[config.mk]
export PLATFORM = sky130hd
export DESIGN_NAME = ax25_frame_deframer_core_flat
export DESIGN_NICKNAME = d
export VERILOG_FILES = /design/src/sv/axfd_pkg.sv /design/src/sv/axfd_if.sv /design/src/sv/axfd_front.sv /design/src/sv/axfd_queue.sv /design/src/sv/axfd_back.sv /design/src/sv/ax25_frame_deframer_core.sv /design/src/flat_wrapper.sv
export VERILOG_INCLUDE_DIRS = /design/src /design/src/sv
export SDC_FILE = /design/constraint.sdc
export NUM_CORES = 1
export LEC_CHECK = 0
export ABC_AREA = 1
export BUFFER_PORTS_ARGS = -buffer_cell sky130_fd_sc_hd__buf_4
export CAP_MARGIN = 30
export CORE_MARGIN = 3
export CORE_UTILIZATION = 65
export DETAILED_ROUTE_END_ITERATION = 12
export HOLD_SLACK_MARGIN = 0.02
export PLACE_DENSITY = 0.84
export SLEW_MARGIN = 20
export SYNTH_ARGS = -nofsm -noshare
export SYNTH_HDL_FRONTEND = slang
export SYNTH_SLANG_ARGS = --single-unit
[constraint.sdc]
create_clock -name clk -period 5.7 [get_ports clk]
set_input_delay 0.57 -clock clk [delete_from_list [all_inputs] [get_ports clk]]
set_output_delay 0.57 -clock clk [all_outputs]
set_load 0.03 [all_outputs]
[src/sv/ax25_frame_deframer_core_defines.svh]
// assertion macros for the rtl, included by axfd_back
`ifndef AX25_FRAME_DEFRAMER_CORE_DEFINES_SVH
`define AX25_FRAME_DEFRAMER_CORE_DEFINES_SVH

// same-cycle implication
`define AXFD_ASSERT_NOW(lbl, ante, cons, msg) \
  lbl: assert property (@(posedge clk) disable iff (!rst_n) (ante) |-> (cons)) \
    else $error(msg);

// next-cycle implication
`define AXFD_ASSERT_NEXT(lbl, ante, cons, msg) \
  lbl: assert property (@(posedge clk) disable iff (!rst_n) (ante) |=> (cons)) \
    else $error(msg);

`endif

[src/sv/axfd_pkg.sv]
package axfd_pkg;

  localparam int BYTE_W = 8;
  localparam int KIND_W = 4;
  localparam int DIGI_W = 4;
  localparam int PLEN_W = 9;
  localparam int CRC_W  = 16;
  localparam int FCNT_W = 5;
  localparam int GIDX_W = 3;

  localparam logic [KIND_W-1:0] KIND_DST_CHAR  = 4'd0;
  localparam logic [KIND_W-1:0] KIND_SRC_CHAR  = 4'd2;
  localparam logic [KIND_W-1:0] KIND_DIGI_CHAR = 4'd4;
  localparam logic [KIND_W-1:0] KIND_CONTROL   = 4'd6;
  localparam logic [KIND_W-1:0] KIND_PID       = 4'd7;
  localparam logic [KIND_W-1:0] KIND_PAYLOAD   = 4'd8;
  localparam logic [KIND_W-1:0] KIND_STATUS    = 4'd9;

  localparam logic [BYTE_W-1:0] ST_OK        = 8'd0;
  localparam logic [BYTE_W-1:0] ST_SHORT     = 8'd1;
  localparam logic [BYTE_W-1:0] ST_FCS       = 8'd2;
  localparam logic [BYTE_W-1:0] ST_STRUCTURE = 8'd3;

  localparam logic [CRC_W-1:0]  CRC_INIT   = 16'hFFFF;
  localparam logic [CRC_W-1:0]  CRC_POLY   = 16'h8408;
  localparam logic [FCNT_W-1:0] MIN_FRAME  = 5'd17;
  localparam logic [GIDX_W-1:0] GROUP_CHARS = 3'd6;
  localparam logic [DIGI_W-1:0] DIGI_MAX   = 4'd15;
  localparam logic [6:0]        CHAR_SPACE = 7'h20;
  localparam logic [3:0]        SSID_MASK  = 4'hF;

  typedef enum logic [2:0] {
    PH_DST,
    PH_SRC,
    PH_DIGI,
    PH_CTRL,
    PH_PID,
    PH_PAY
  } phase_t;

  typedef struct packed {
    logic [KIND_W-1:0] kind;
    logic [BYTE_W-1:0] value;
    logic [BYTE_W-1:0] position;
    logic [DIGI_W-1:0] digi_number;
    logic [PLEN_W-1:0] payload_length;
    logic              last;
  } res_t;

  typedef struct packed {
    logic rel_v;
    res_t rel;
    logic st_v;
    res_t st;
  } qent_t;

endpackage

[src/sv/axfd_if.sv]
interface axfd_in_if;
  import axfd_pkg::*;

  logic              valid;
  logic              ready;
  logic [BYTE_W-1:0] frame_byte;
  logic              frame_end;

  modport source (output valid, output frame_byte, output frame_end, input ready);
  modport sink (input valid, input frame_byte, input frame_end, output ready);
endinterface

interface axfd_out_if;
  import axfd_pkg::*;

  logic              valid;
  logic              ready;
  logic [KIND_W-1:0] kind;
  logic [BYTE_W-1:0] value;
  logic [BYTE_W-1:0] position;
  logic [DIGI_W-1:0] digi_number;
  logic [PLEN_W-1:0] payload_length;
  logic              last;

  modport source (output valid, output kind, output value, output position,
                  output digi_number, output payload_length, output last, input ready);
  modport sink (input valid, input kind, input value, input position,
                input digi_number, input payload_length, input last, output ready);
endinterface

[src/sv/axfd_front.sv]
module axfd_front #(
  parameter int PAYLOAD_MAX = 256
) (
  input  logic            clk,
  input  logic            rst_n,
  axfd_in_if.sink         in_bus,
  output logic            push_valid,
  input  logic            push_ready,
  output axfd_pkg::qent_t push_ent
);
  import axfd_pkg::*;

  logic [BYTE_W-1:0] held0_r, held0_nxt;
  logic [BYTE_W-1:0] held1_r, held1_nxt;
  logic [1:0]        held_cnt_r, held_cnt_nxt;
  logic [CRC_W-1:0]  crc_r, crc_nxt;
  logic [FCNT_W-1:0] fcount_r, fcount_nxt;
  phase_t            phase_r, phase_nxt;
  logic [GIDX_W-1:0] gidx_r, gidx_nxt;
  logic [DIGI_W-1:0] digi_r, digi_nxt;
  logic [PLEN_W-1:0] pay_r, pay_nxt;

  logic              acc;
  logic [CRC_W-1:0]  crc_rel;
  logic [KIND_W-1:0] base_kind;
  logic [DIGI_W-1:0] base_digi;
  logic [6:0]        ch;
  logic              emit;
  res_t              rel;
  res_t              st;
  logic [BYTE_W-1:0] code;

  function automatic logic [CRC_W-1:0] crc_step(input logic [CRC_W-1:0] c_in,
                                                input logic [BYTE_W-1:0] b);
    logic [CRC_W-1:0] c;
    c = c_in ^ {8'h00, b};
    for (int i = 0; i < BYTE_W; i++) begin
      c = c[0] ? ((c >> 1) ^ CRC_POLY) : (c >> 1);
    end
    return c;
  endfunction

  assign acc     = in_bus.valid && push_ready;
  assign crc_rel = crc_step(crc_r, held0_r);
  assign ch      = held0_r[7:1];

  always_comb begin
    held0_nxt    = held0_r;
    held1_nxt    = held1_r;
    held_cnt_nxt = held_cnt_r;
    crc_nxt      = crc_r;
    fcount_nxt   = fcount_r;
    phase_nxt    = phase_r;
    gidx_nxt     = gidx_r;
    digi_nxt     = digi_r;
    pay_nxt      = pay_r;
    emit         = 1'b0;
    rel          = '0;
    st           = '0;
    code         = ST_OK;
    base_kind    = KIND_DST_CHAR;
    base_digi    = '0;

    case (phase_r)
      PH_SRC:  base_kind = KIND_SRC_CHAR;
      PH_DIGI: begin
        base_kind = KIND_DIGI_CHAR;
        base_digi = digi_r;
      end
      default: base_kind = KIND_DST_CHAR;
    endcase

    if (acc) begin
      if (held_cnt_r == 2'd2) begin
        crc_nxt   = crc_rel;
        held0_nxt = held1_r;
        held1_nxt = in_bus.frame_byte;
        case (phase_r)
          PH_DST, PH_SRC, PH_DIGI: begin
            rel.digi_number = base_digi;
            if (gidx_r < GROUP_CHARS) begin
              emit         = (ch != CHAR_SPACE);
              rel.kind     = base_kind;
              rel.value    = {1'b0, ch};
              rel.position = {{(BYTE_W-GIDX_W){1'b0}}, gidx_r};
              gidx_nxt     = gidx_r + 3'd1;
            end else begin
              emit      = 1'b1;
              rel.kind  = base_kind + 4'd1;
              rel.value = {4'h0, ch[3:0] & SSID_MASK};
              gidx_nxt  = '0;
              case (phase_r)
                PH_DST: phase_nxt = PH_SRC;
                PH_SRC: phase_nxt = held0_r[0] ? PH_CTRL : PH_DIGI;
                default: begin
                  if (digi_r < DIGI_MAX) digi_nxt = digi_r + 4'd1;
                  if (held0_r[0]) phase_nxt = PH_CTRL;
                end
              endcase
            end
          end
          PH_CTRL: begin
            emit      = 1'b1;
            rel.kind  = KIND_CONTROL;
            rel.value = held0_r;
            phase_nxt = PH_PID;
          end
          PH_PID: begin
            emit      = 1'b1;
            rel.kind  = KIND_PID;
            rel.value = held0_r;
            phase_nxt = PH_PAY;
          end
          default: begin
            if (pay_r < PLEN_W'(PAYLOAD_MAX)) begin
              emit         = 1'b1;
              rel.kind     = KIND_PAYLOAD;
              rel.value    = held0_r;
              rel.position = pay_r[BYTE_W-1:0];
              pay_nxt      = pay_r + 9'd1;
            end
          end
        endcase
      end else if (held_cnt_r == 2'd1) begin
        held1_nxt    = in_bus.frame_byte;
        held_cnt_nxt = 2'd2;
      end else begin
        held0_nxt    = in_bus.frame_byte;
        held_cnt_nxt = 2'd1;
      end

      if (fcount_r < MIN_FRAME) fcount_nxt = fcount_r + 5'd1;

      if (in_bus.frame_end) begin
        if (fcount_nxt < MIN_FRAME) code = ST_SHORT;
        else if ({held1_nxt, held0_nxt} != ~crc_nxt) code = ST_FCS;
        else if (phase_nxt != PH_PAY) code = ST_STRUCTURE;
        else code = ST_OK;
        st.kind           = KIND_STATUS;
        st.value          = code;
        st.digi_number    = digi_nxt;
        st.payload_length = pay_nxt;
        st.last           = 1'b1;
        held0_nxt    = '0;
        held1_nxt    = '0;
        held_cnt_nxt = '0;
        crc_nxt      = CRC_INIT;
        fcount_nxt   = '0;
        phase_nxt    = PH_DST;
        gidx_nxt     = '0;
        digi_nxt     = '0;
        pay_nxt      = '0;
      end
    end
  end

  always_ff @(posedge clk) begin
    if (!rst_n) begin
      held0_r    <= '0;
      held1_r    <= '0;
      held_cnt_r <= '0;
      crc_r      <= CRC_INIT;
      fcount_r   <= '0;
      phase_r    <= PH_DST;
      gidx_r     <= '0;
      digi_r     <= '0;
      pay_r      <= '0;
    end else begin
      held0_r    <= held0_nxt;
      held1_r    <= held1_nxt;
      held_cnt_r <= held_cnt_nxt;
      crc_r      <= crc_nxt;
      fcount_r   <= fcount_nxt;
      phase_r    <= phase_nxt;
      gidx_r     <= gidx_nxt;
      digi_r     <= digi_nxt;
      pay_r      <= pay_nxt;
    end
  end

  assign in_bus.ready   = push_ready;
  assign push_valid     = acc && (emit || in_bus.frame_end);
  assign push_ent.rel_v = emit;
  assign push_ent.rel   = rel;
  assign push_ent.st_v  = in_bus.frame_end;
  assign push_ent.st    = st;

endmodule

[src/sv/axfd_queue.sv]
module axfd_queue (
  input  logic            clk,
  input  logic            rst_n,
  input  logic            push_valid,
  output logic            push_ready,
  input  axfd_pkg::qent_t push_ent,
  output logic            pop_valid,
  input  logic            pop,
  output axfd_pkg::qent_t pop_ent
);
  import axfd_pkg::*;

  qent_t      ent_r [2];
  logic       wr_ptr_r, wr_ptr_nxt;
  logic       rd_ptr_r, rd_ptr_nxt;
  logic [1:0] count_r, count_nxt;
  logic       do_push;
  logic       do_pop;

  assign push_ready = (count_r != 2'd2);
  assign pop_valid  = (count_r != 2'd0);
  assign pop_ent    = ent_r[rd_ptr_r];
  assign do_push    = push_valid && push_ready;
  assign do_pop     = pop && pop_valid;

  always_comb begin
    wr_ptr_nxt = do_push ? ~wr_ptr_r : wr_ptr_r;
    rd_ptr_nxt = do_pop ? ~rd_ptr_r : rd_ptr_r;
    count_nxt  = count_r + {1'b0, do_push} - {1'b0, do_pop};
  end

  always_ff @(posedge clk) begin
    if (!rst_n) begin
      wr_ptr_r <= 1'b0;
      rd_ptr_r <= 1'b0;
      count_r  <= '0;
    end else begin
      wr_ptr_r <= wr_ptr_nxt;
      rd_ptr_r <= rd_ptr_nxt;
      count_r  <= count_nxt;
    end
  end

  always_ff @(posedge clk) begin
    if (do_push) ent_r[wr_ptr_r] <= push_ent;
  end

endmodule

[src/sv/axfd_back.sv]
module axfd_back (
  input  logic            clk,
  input  logic            rst_n,
  input  logic            q_valid,
  output logic            q_pop,
  input  axfd_pkg::qent_t q_ent,
  axfd_out_if.source      out_bus
);
  import axfd_pkg::*;
  `include "ax25_frame_deframer_core_defines.svh"

  logic out_valid_r, out_valid_nxt;
  res_t out_r, out_nxt;
  logic pend_v_r, pend_v_nxt;
  res_t pend_r, pend_nxt;
  logic load;

  assign load  = !out_valid_r || out_bus.ready;
  assign q_pop = load && !pend_v_r && q_valid;

  always_comb begin
    out_valid_nxt = out_valid_r;
    out_nxt       = out_r;
    pend_v_nxt    = pend_v_r;
    pend_nxt      = pend_r;
    if (load) begin
      if (pend_v_r) begin
        out_valid_nxt = 1'b1;
        out_nxt       = pend_r;
        pend_v_nxt    = 1'b0;
      end else if (q_valid) begin
        out_valid_nxt = 1'b1;
        if (q_ent.rel_v) begin
          out_nxt    = q_ent.rel;
          pend_v_nxt = q_ent.st_v;
          pend_nxt   = q_ent.st;
        end else begin
          out_nxt = q_ent.st;
        end
      end else begin
        out_valid_nxt = 1'b0;
      end
    end
  end

  always_ff @(posedge clk) begin
    if (!rst_n) begin
      out_valid_r <= 1'b0;
      pend_v_r    <= 1'b0;
    end else begin
      out_valid_r <= out_valid_nxt;
      pend_v_r    <= pend_v_nxt;
    end
  end

  always_ff @(posedge clk) begin
    out_r  <= out_nxt;
    pend_r <= pend_nxt;
  end

  assign out_bus.valid          = out_valid_r;
  assign out_bus.kind           = out_r.kind;
  assign out_bus.value          = out_r.value;
  assign out_bus.position       = out_r.position;
  assign out_bus.digi_number    = out_r.digi_number;
  assign out_bus.payload_length = out_r.payload_length;
  assign out_bus.last           = out_r.last;

  `AXFD_ASSERT_NOW(a_pend_behind_out, pend_v_r, out_valid_r, "pending beat without output beat")
  `AXFD_ASSERT_NOW(a_pend_is_status, pend_v_r, pend_r.last && !out_r.last, "pending beat not a status")
  `AXFD_ASSERT_NEXT(a_pend_drains, pend_v_r && load, !pend_v_r && out_valid_r && out_r.last, "status not forwarded")

endmodule

[src/sv/ax25_frame_deframer_core.sv]
// ax.25 frame deframer
// in_bus: one frame byte per beat, frame_end high on the last byte (fcs included).
// out_bus: tagged beats (callsign chars, ssids, control, pid, payload) and one
//   status beat with last high closing every frame.
// the two newest bytes are held back as the possible fcs, so a byte's own beat
// is produced when the byte two places later arrives; the end byte also yields
// the status beat, checked against the crc-16 of all released bytes.
// path: front logic writes the queue when it accepts the byte that causes a beat,
// and the output register then loads the beat from the queue and offers it on
// out_bus (the beat waits in the queue while out_bus stalls).
// throughput: one byte per cycle while the queue has room; the output register
// issues at most one beat per cycle, so an end byte's status beat waits behind
// its field beat. when out_bus stalls the output register holds its beat, the
// queue fills and in_bus.ready falls once both queue entries are taken.
// reset (rst_n low, synchronous) empties queue and output and restarts the
// frame parser at the destination address.
module ax25_frame_deframer_core #(
  parameter int PAYLOAD_MAX = 256
) (
  input logic        clk,
  input logic        rst_n,
  axfd_in_if.sink    in_bus,
  axfd_out_if.source out_bus
);
  import axfd_pkg::*;

  logic  push_valid;
  logic  push_ready;
  qent_t push_ent;
  logic  q_valid;
  logic  q_pop;
  qent_t q_ent;

  axfd_front #(
    .PAYLOAD_MAX(PAYLOAD_MAX)
  ) u_front (
    .clk       (clk),
    .rst_n     (rst_n),
    .in_bus    (in_bus),
    .push_valid(push_valid),
    .push_ready(push_ready),
    .push_ent  (push_ent)
  );

  axfd_queue u_queue (
    .clk       (clk),
    .rst_n     (rst_n),
    .push_valid(push_valid),
    .push_ready(push_ready),
    .push_ent  (push_ent),
    .pop_valid (q_valid),
    .pop       (q_pop),
    .pop_ent   (q_ent)
  );

  axfd_back u_back (
    .clk    (clk),
    .rst_n  (rst_n),
    .q_valid(q_valid),
    .q_pop  (q_pop),
    .q_ent  (q_ent),
    .out_bus(out_bus)
  );

endmodule

[src/flat_wrapper.sv]
// flat-port wrapper written by rule: the top's interface ports become plain ports
module ax25_frame_deframer_core_flat import axfd_pkg::*;
#(
  parameter int PAYLOAD_MAX = 256
)
  (clk, rst_n, in_bus_valid, in_bus_frame_byte, in_bus_frame_end, in_bus_ready, out_bus_valid, out_bus_kind, out_bus_value, out_bus_position, out_bus_digi_number, out_bus_payload_length, out_bus_last, out_bus_ready);
  axfd_in_if in_bus_i ();
  axfd_out_if out_bus_i ();
  input logic clk;
  input logic rst_n;
  input wire logic [$bits(in_bus_i.valid)-1:0] in_bus_valid;
  input wire logic [$bits(in_bus_i.frame_byte)-1:0] in_bus_frame_byte;
  input wire logic [$bits(in_bus_i.frame_end)-1:0] in_bus_frame_end;
  output wire logic [$bits(in_bus_i.ready)-1:0] in_bus_ready;
  output wire logic [$bits(out_bus_i.valid)-1:0] out_bus_valid;
  output wire logic [$bits(out_bus_i.kind)-1:0] out_bus_kind;
  output wire logic [$bits(out_bus_i.value)-1:0] out_bus_value;
  output wire logic [$bits(out_bus_i.position)-1:0] out_bus_position;
  output wire logic [$bits(out_bus_i.digi_number)-1:0] out_bus_digi_number;
  output wire logic [$bits(out_bus_i.payload_length)-1:0] out_bus_payload_length;
  output wire logic [$bits(out_bus_i.last)-1:0] out_bus_last;
  input wire logic [$bits(out_bus_i.ready)-1:0] out_bus_ready;
  assign in_bus_i.valid = in_bus_valid;
  assign in_bus_i.frame_byte = in_bus_frame_byte;
  assign in_bus_i.frame_end = in_bus_frame_end;
  assign in_bus_ready = in_bus_i.ready;
  assign out_bus_valid = out_bus_i.valid;
  assign out_bus_kind = out_bus_i.kind;
  assign out_bus_value = out_bus_i.value;
  assign out_bus_position = out_bus_i.position;
  assign out_bus_digi_number = out_bus_i.digi_number;
  assign out_bus_payload_length = out_bus_i.payload_length;
  assign out_bus_last = out_bus_i.last;
  assign out_bus_i.ready = out_bus_ready;
  ax25_frame_deframer_core #(.PAYLOAD_MAX(PAYLOAD_MAX)) u_core (.clk(clk), .rst_n(rst_n), .in_bus(in_bus_i), .out_bus(out_bus_i));
endmodule
== Word level (Yosys, flattened, before mapping) ==
Memories as Yosys holds them, arrays and structs flattened. A register that Yosys moved wholly into a read port is not among the register bits.
Cells that the tools add are included.

* $add $sub $neg: 7
* Bitwise operators: 13
* Eq/ne operators: 11
* Reductions and logical operators: 23
* Magnitude comparators: 5
* Mux-type cells: 81

{| class="wikitable"
|+ Operator list
! operator !! number
|-
| $mux W16 || 11
|-
| $mux W34 || 3
|-
| $mux W8 || 8
|-
| $mux W24 || 2
|-
| $mux W12 || 3
|-
| $mux W9 || 4
|-
| $pmux W12 S3 || 1
|-
| $mux W4 || 8
|-
| $mux W3 || 10
|-
| $mux W14 || 2
|-
| $not A2 Y3 || 8
|-
| $mux W20 || 1
|-
| $ne A16 B16 Y1 || 1
|-
| $not A16 Y16 || 1
|-
| $pmux W8 S2 || 1
|-
| $xor A16 B8 Y16 || 1
|-
| $mux W5 || 3
|-
| $mux W1 || 14
|-
| $mux W2 || 6
|-
| $pmux W3 S2 || 2
|-
| $lt A5 B5 Y1 const B || 2
|-
| $add A9 B1 Y9 const B || 1
|-
| $lt A9 B9 Y1 const B || 1
|-
| $pmux W3 S3 || 1
|-
| other kinds (29) || 45
|}

* Output and inout port bits: 36
* Register bits after elaboration: 132
* Input port bits: 13
* Bits in writable memories: 104
* Memories: 1

{| class="wikitable"
|+ Memories
! memory !! depth !! bits a word !! rd ports !! clocked after memory_dff !! wr ports !! RTL line !! text
|-
| u_core.u_queue.ent_r || 2 || 52 || 1 || 1 || 1 || axfd_queue.sv:13 || <nowiki>qent_t ent_r [2];</nowiki>
|}

== Logic depth before layout (Yosys ltp) ==
* Word-level depth: 25
* Depth in mapped cells: 18
* Gate-level depth less buffers: 17

== Hierarchy ==
A second synthesis with hierarchy kept.

* Cell total of the unflattened synthesis: 1270
* Area, all modules: 13067.5 um^2

{| class="wikitable"
|+ By module, submodules not included
! module !! seq. area each (um^2) !! area an instance (um^2) !! instances !! cells an instance
|-
| axfd_queue || 4304.1 || 5646.7 || 1 || 254
|-
| axfd_front || 1161.1 || 4488.1 || 1 || 780
|-
| axfd_back || 2082.0 || 2932.8 || 1 || 236
|}

== Worst setup path after synthesis ==
No wires, ideal clock.

* Kind: reg2reg
* Start: reg u_core.u_queue.count_r[0]
* End: mem u_core.u_queue.ent_r[1][10] in the netlist's numbering, enable pin
* Library setup time: 0.443 ns
* Stages on the path, launching flop included: 10
* Buffers on the path: 1
* Arrival: 3.289 ns
* Setup slack: 1.968 ns
* Cell sequence: dfxtp_1 > inv_1 > nand2_1 > nand2_1 > buf_2 > nor2_1 > a21oi_1 > a31oi_2 > nor2_2 > nor2_1

{| class="wikitable"
|+ RTL lines
! what !! RTL line !! text
|-
| from (decl) || axfd_queue.sv:16 || <nowiki>logic [1:0] count_r, count_nxt;</nowiki>
|-
| from (signal assigned) || axfd_queue.sv:40 || <nowiki>count_r <= count_nxt;</nowiki>
|-
| to (decl) || axfd_queue.sv:13 ||
|}

==> results <==
- The clock reaches the later pin of the worst-skew pair after 440 ps.
- The fraction of final layout cells with drive strength greater than 1 is 0.108.
- Summed over all layers, the global routing overflow is 0.
- The flow ran to the end, and the final reports show no timing, DRC or antenna violations.
- For the worst setup path, the data required time is 5830 ps.
- The type of element capturing the critical path is a flip-flop.
- In this run, post-CTS repair resized a total of 0 instances.
- The final clock period utilization by the worst path is 0.589.
- Before CTS, the worst setup slack after placement is 2410 ps.
- The clock passes through at most 2 buffers.
- The cell that appears most often on the critical path is sky130_fd_sc_hd__nor2_1.
- Entering global routing, the biggest net connects 44 pins.
- Leaving out fill and tap cells, the most frequent cell in the layout is sky130_fd_sc_hd__nand2_1.
- The tree is rooted in a sky130_fd_sc_hd__clkbuf_16.
- Setup repair after global routing left no endpoint under its margin.
- The routability-driven placement congestion ratio is 0.947.
- The via count of the first global-routing pass is 7244.
- The depth of the worst register-to-register path is 9.
- For this run, the register share of the synthesized area comes to 0.564.
- The maximum vdd drop is 0.235 mV.
- Setup violations remaining at the end of the flow were counted as 0.
- The shortest period the worst path allows is 3360 ps.
- The H-tree generated during clock tree synthesis spans 4 levels.
- The final critical-path setup slack is 2340 ps.
- The number of fillers in the final layout is 967.
- After synthesis the netlist holds a flip-flop and latch count of 199.
- In this run the tightest slew margin relative to its limit is 0.458.
- After floorplanning, the core was sized to cover 14000 um^2.
- The clock-pin slew on the worst setup and hold paths is 70 ps.
- The share of async-settable or async-resettable flops after synthesis is 0.
- In this run, post-CTS hold repair placed 0 buffers.
- The mean instance size in the synthesized netlist is 8.65 um^2.
- The count of buffers inserted at the top-level ports is 48.
- In this run the count of I/O pins placed on the die edge is 49.
- The die covers 16000 um^2.
- Clock skew on the completed layout was measured at 13.7 ps.
- In this run the static leakage power is 4.36 nW.
- During synthesis, Yosys emitted a total of 0 warnings.
- Across the run, the number of max-cap violations was 0.
- The synthesized instance count is 1091.
- The post-route setup TNS is 0 ps.
- The net count of the mapped netlist is 1111.
- For this block, the via count after detailed routing is 7664.
- After legalization and detailed placement, the total HPWL measured 15.1 mm.
- At the pin with the least slew margin, the transition time is 813 ps.
- The net total in the final layout is 1147.
- The total number of clock tree sinks is 199.
- Timing would allow up to 0.298 GHz.
- In the global route stage, overall resource usage came out at 0.281.
- The iteration-0 DRC count of the detailed router is 776.
- The type of origin of the critical path is a flip-flop.
- The critical path is of the flip-flop to flip-flop type.
- In the final routed layout, each cell accounts on average for 16.7 um.
- In this run, synthesis inferred 134 flip-flops with an integrated enable.
- The final layout contains routed wiring with a total length of 22.0 mm.
- The number of antenna violations at the first check in global routing is 0.
- The effective utilization at floorplan is 0.672.
- In the layout the commonest cells are sky130_fd_sc_hd__nand2_1, sky130_fd_sc_hd__edfxtp_1, sky130_fd_sc_hd__inv_1, sky130_fd_sc_hd__nor2_1, sky130_fd_sc_hd__dfxtp_1.
- In this run the post-CTS setup repair buffer count came out at 0.
- The signal on the critical path passes through nand2_4 > nor2_1 > inv_1 > nor2_1 > a21oi_1 > a31oi_2 > nor2_2 > nor2_4 > buf_16.
- The cell type of the slowest stage on the worst timing path is sky130_fd_sc_hd__dfxtp_1.
- The floorplan has 43 rows.
- Along the worst hold path, the cell count comes to 1.
- The detailed-router iteration count before antenna repair is 5.
- The count of nets left with antenna violations once routing finished came out at 0.
- The maximum net fanout on the critical path is 38.
- Relative to the synthesized area, the layout overhead comes to 13.1%.
- The class of the most critical hold timing path is input pin to flip-flop.
- For this run, design rule violations remaining after detail routing come to 0.
- The number of max-slew violations in the final report is 0.
- The post-route total power is 0.00485 W.
- Power spread over the standard cell area amounts to 454 nW/um^2.
- Counting the buffers created by CTS gives 17.
- The via density per instance is 5.81.
- The CTS tree is built.
- The wire length of the first global-routing pass is 35.6 mm.
- In this run the horizontal extent of the chip is 127 um.
- The final number of hold-violating endpoints is 0.
- The most common flop cell mapped by yosys is sky130_fd_sc_hd__edfxtp_1.
- The count of different cell masters after synthesis is 48.
- The number of diodes is 0.
- The floorplan die height is 127 um.
- The mapped netlist covers 9440 um^2.
- In this design, the stage delay of the slowest critical-path cell is 520 ps.
- The arrival time of data at the critical path endpoint is 3490 ps.
where the power goes:
part / internal (W) / switching, W
sequential: 0.00191 / 0.000109
combinational: 0.000476 / 0.00105
clock: 0.000756 / 0.000553
cells by family after synthesis:
group,share of synthesized area
simple gates,0.234
flops,0.564
compound gates,0.101
buf+inv,0.0701
xor+xnor,0.0130
mux,0.00848
fa+ha+maj,0.00928
stage by stage:
stage	hold WS, ps	util	instances	cell area, um^2
after floorplan	444	-	1091	9440
after detailed placement	468	0.712	1287	9990
after global routing	350	0.761	1320	10700
after CTS	348	0.760	1319	10700
after global placement	459	0.703	1282	9880
final	363	0.761	1320	10700
layout make-up:
type | count | area (um^2) | area share
timing repair buffer | 60 | 534 | 0.0500
multi-input combinational | 732 | 3480 | 0.326
clock inverter | 8 | 77.6 | 0.00726
tap | 180 | 225 | 0.0211
inverter | 117 | 439 | 0.0411
clock buffer | 24 | 601 | 0.0562
sequential | 199 | 5330 | 0.498
synthesized netlist by cell type (3+ instances only):
master	count	area (um^2)
sky130_fd_sc_hd__nand2_1	341	1280
sky130_fd_sc_hd__or2_2	3	18.8
sky130_fd_sc_hd__o211ai_1	16	120
sky130_fd_sc_hd__o21ai_1	14	70.1
sky130_fd_sc_hd__inv_1	107	402
sky130_fd_sc_hd__o21ai_0	49	245
sky130_fd_sc_hd__a31oi_1	3	18.8
sky130_fd_sc_hd__nand3_1	57	285
sky130_fd_sc_hd__inv_2	10	37.5
sky130_fd_sc_hd__a22oi_1	3	22.5
sky130_fd_sc_hd__buf_6	4	45.0
sky130_fd_sc_hd__mux2i_1	8	80.1
sky130_fd_sc_hd__buf_1	3	11.3
sky130_fd_sc_hd__dfxtp_1	65	1300
sky130_fd_sc_hd__nor3_1	10	50.1
sky130_fd_sc_hd__ha_1	7	87.6
sky130_fd_sc_hd__xor2_1	13	114
sky130_fd_sc_hd__nor2_1	94	353
sky130_fd_sc_hd__nor2_2	5	31.3
sky130_fd_sc_hd__clkbuf_1	23	86.3
sky130_fd_sc_hd__a21oi_1	62	310
sky130_fd_sc_hd__buf_2	10	50.1
sky130_fd_sc_hd__o22ai_1	9	56.3
sky130_fd_sc_hd__nand4_1	11	68.8
sky130_fd_sc_hd__edfxtp_1	134	4020
critical path: cells and delay by family, from the launching register on:
family | cells | cell delay (ps)
flip-flops | 1 | 520
AO/OA/AOI/OAI | 2 | 480
buffers and inverters | 2 | 330
AND/OR/NAND/NOR | 5 | 1670
path summary, 6_finish.rpt:
path                                                 to  slack, ps                                      start
hold / removal    u_core.u_queue.ent_r[1][26]$_DFFE_PP_        360                           in_bus_frame_end
hold reg to reg                               flip-flop        480       u_core.u_queue.rd_ptr_r$_SDFFE_PN0P_
setup / recovery  u_core.u_queue.ent_r[0][46]$_DFFE_PP_       2340  u_core.u_front.held_cnt_r[1]$_SDFFE_PN0P_
setup reg to reg  u_core.u_queue.ent_r[0][46]$_DFFE_PP_       2340  u_core.u_front.held_cnt_r[1]$_SDFFE_PN0P_
state kept, by name, summed over array words and instances (netlist names), 3 cells and up, named ones only:
name	flops
u_core.u_queue.ent_r	84
u_core.u_back.pend_r	16
u_core.u_front.crc_r	16
u_core.u_back.out_bus.payload_length	9
u_core.u_front.pay_r	9
u_core.u_back.out_bus.position	8
u_core.u_back.out_bus.value	8
u_core.u_front.held0_r	8
u_core.u_front.held1_r	8
u_core.u_front.fcount_r	5
u_core.u_back.out_bus.digi_number	4
u_core.u_back.out_bus.kind	4
u_core.u_front.digi_r	4
u_core.u_front.gidx_r	3
u_core.u_front.phase_r	3
metal layers:
metal / vias to the layer above / global-route usage / share of wire
met2: 312 / 0.483 / 0.51
met4: 0 / 0.107 / 0.022
met3: 47 / 0.0505 / 0.065
met1: 3607 / 0.356 / 0.41
li1: 3698 / - / -
met5: - / 0 / 0
No activity file was read; power rests on OpenSTA's default activity.
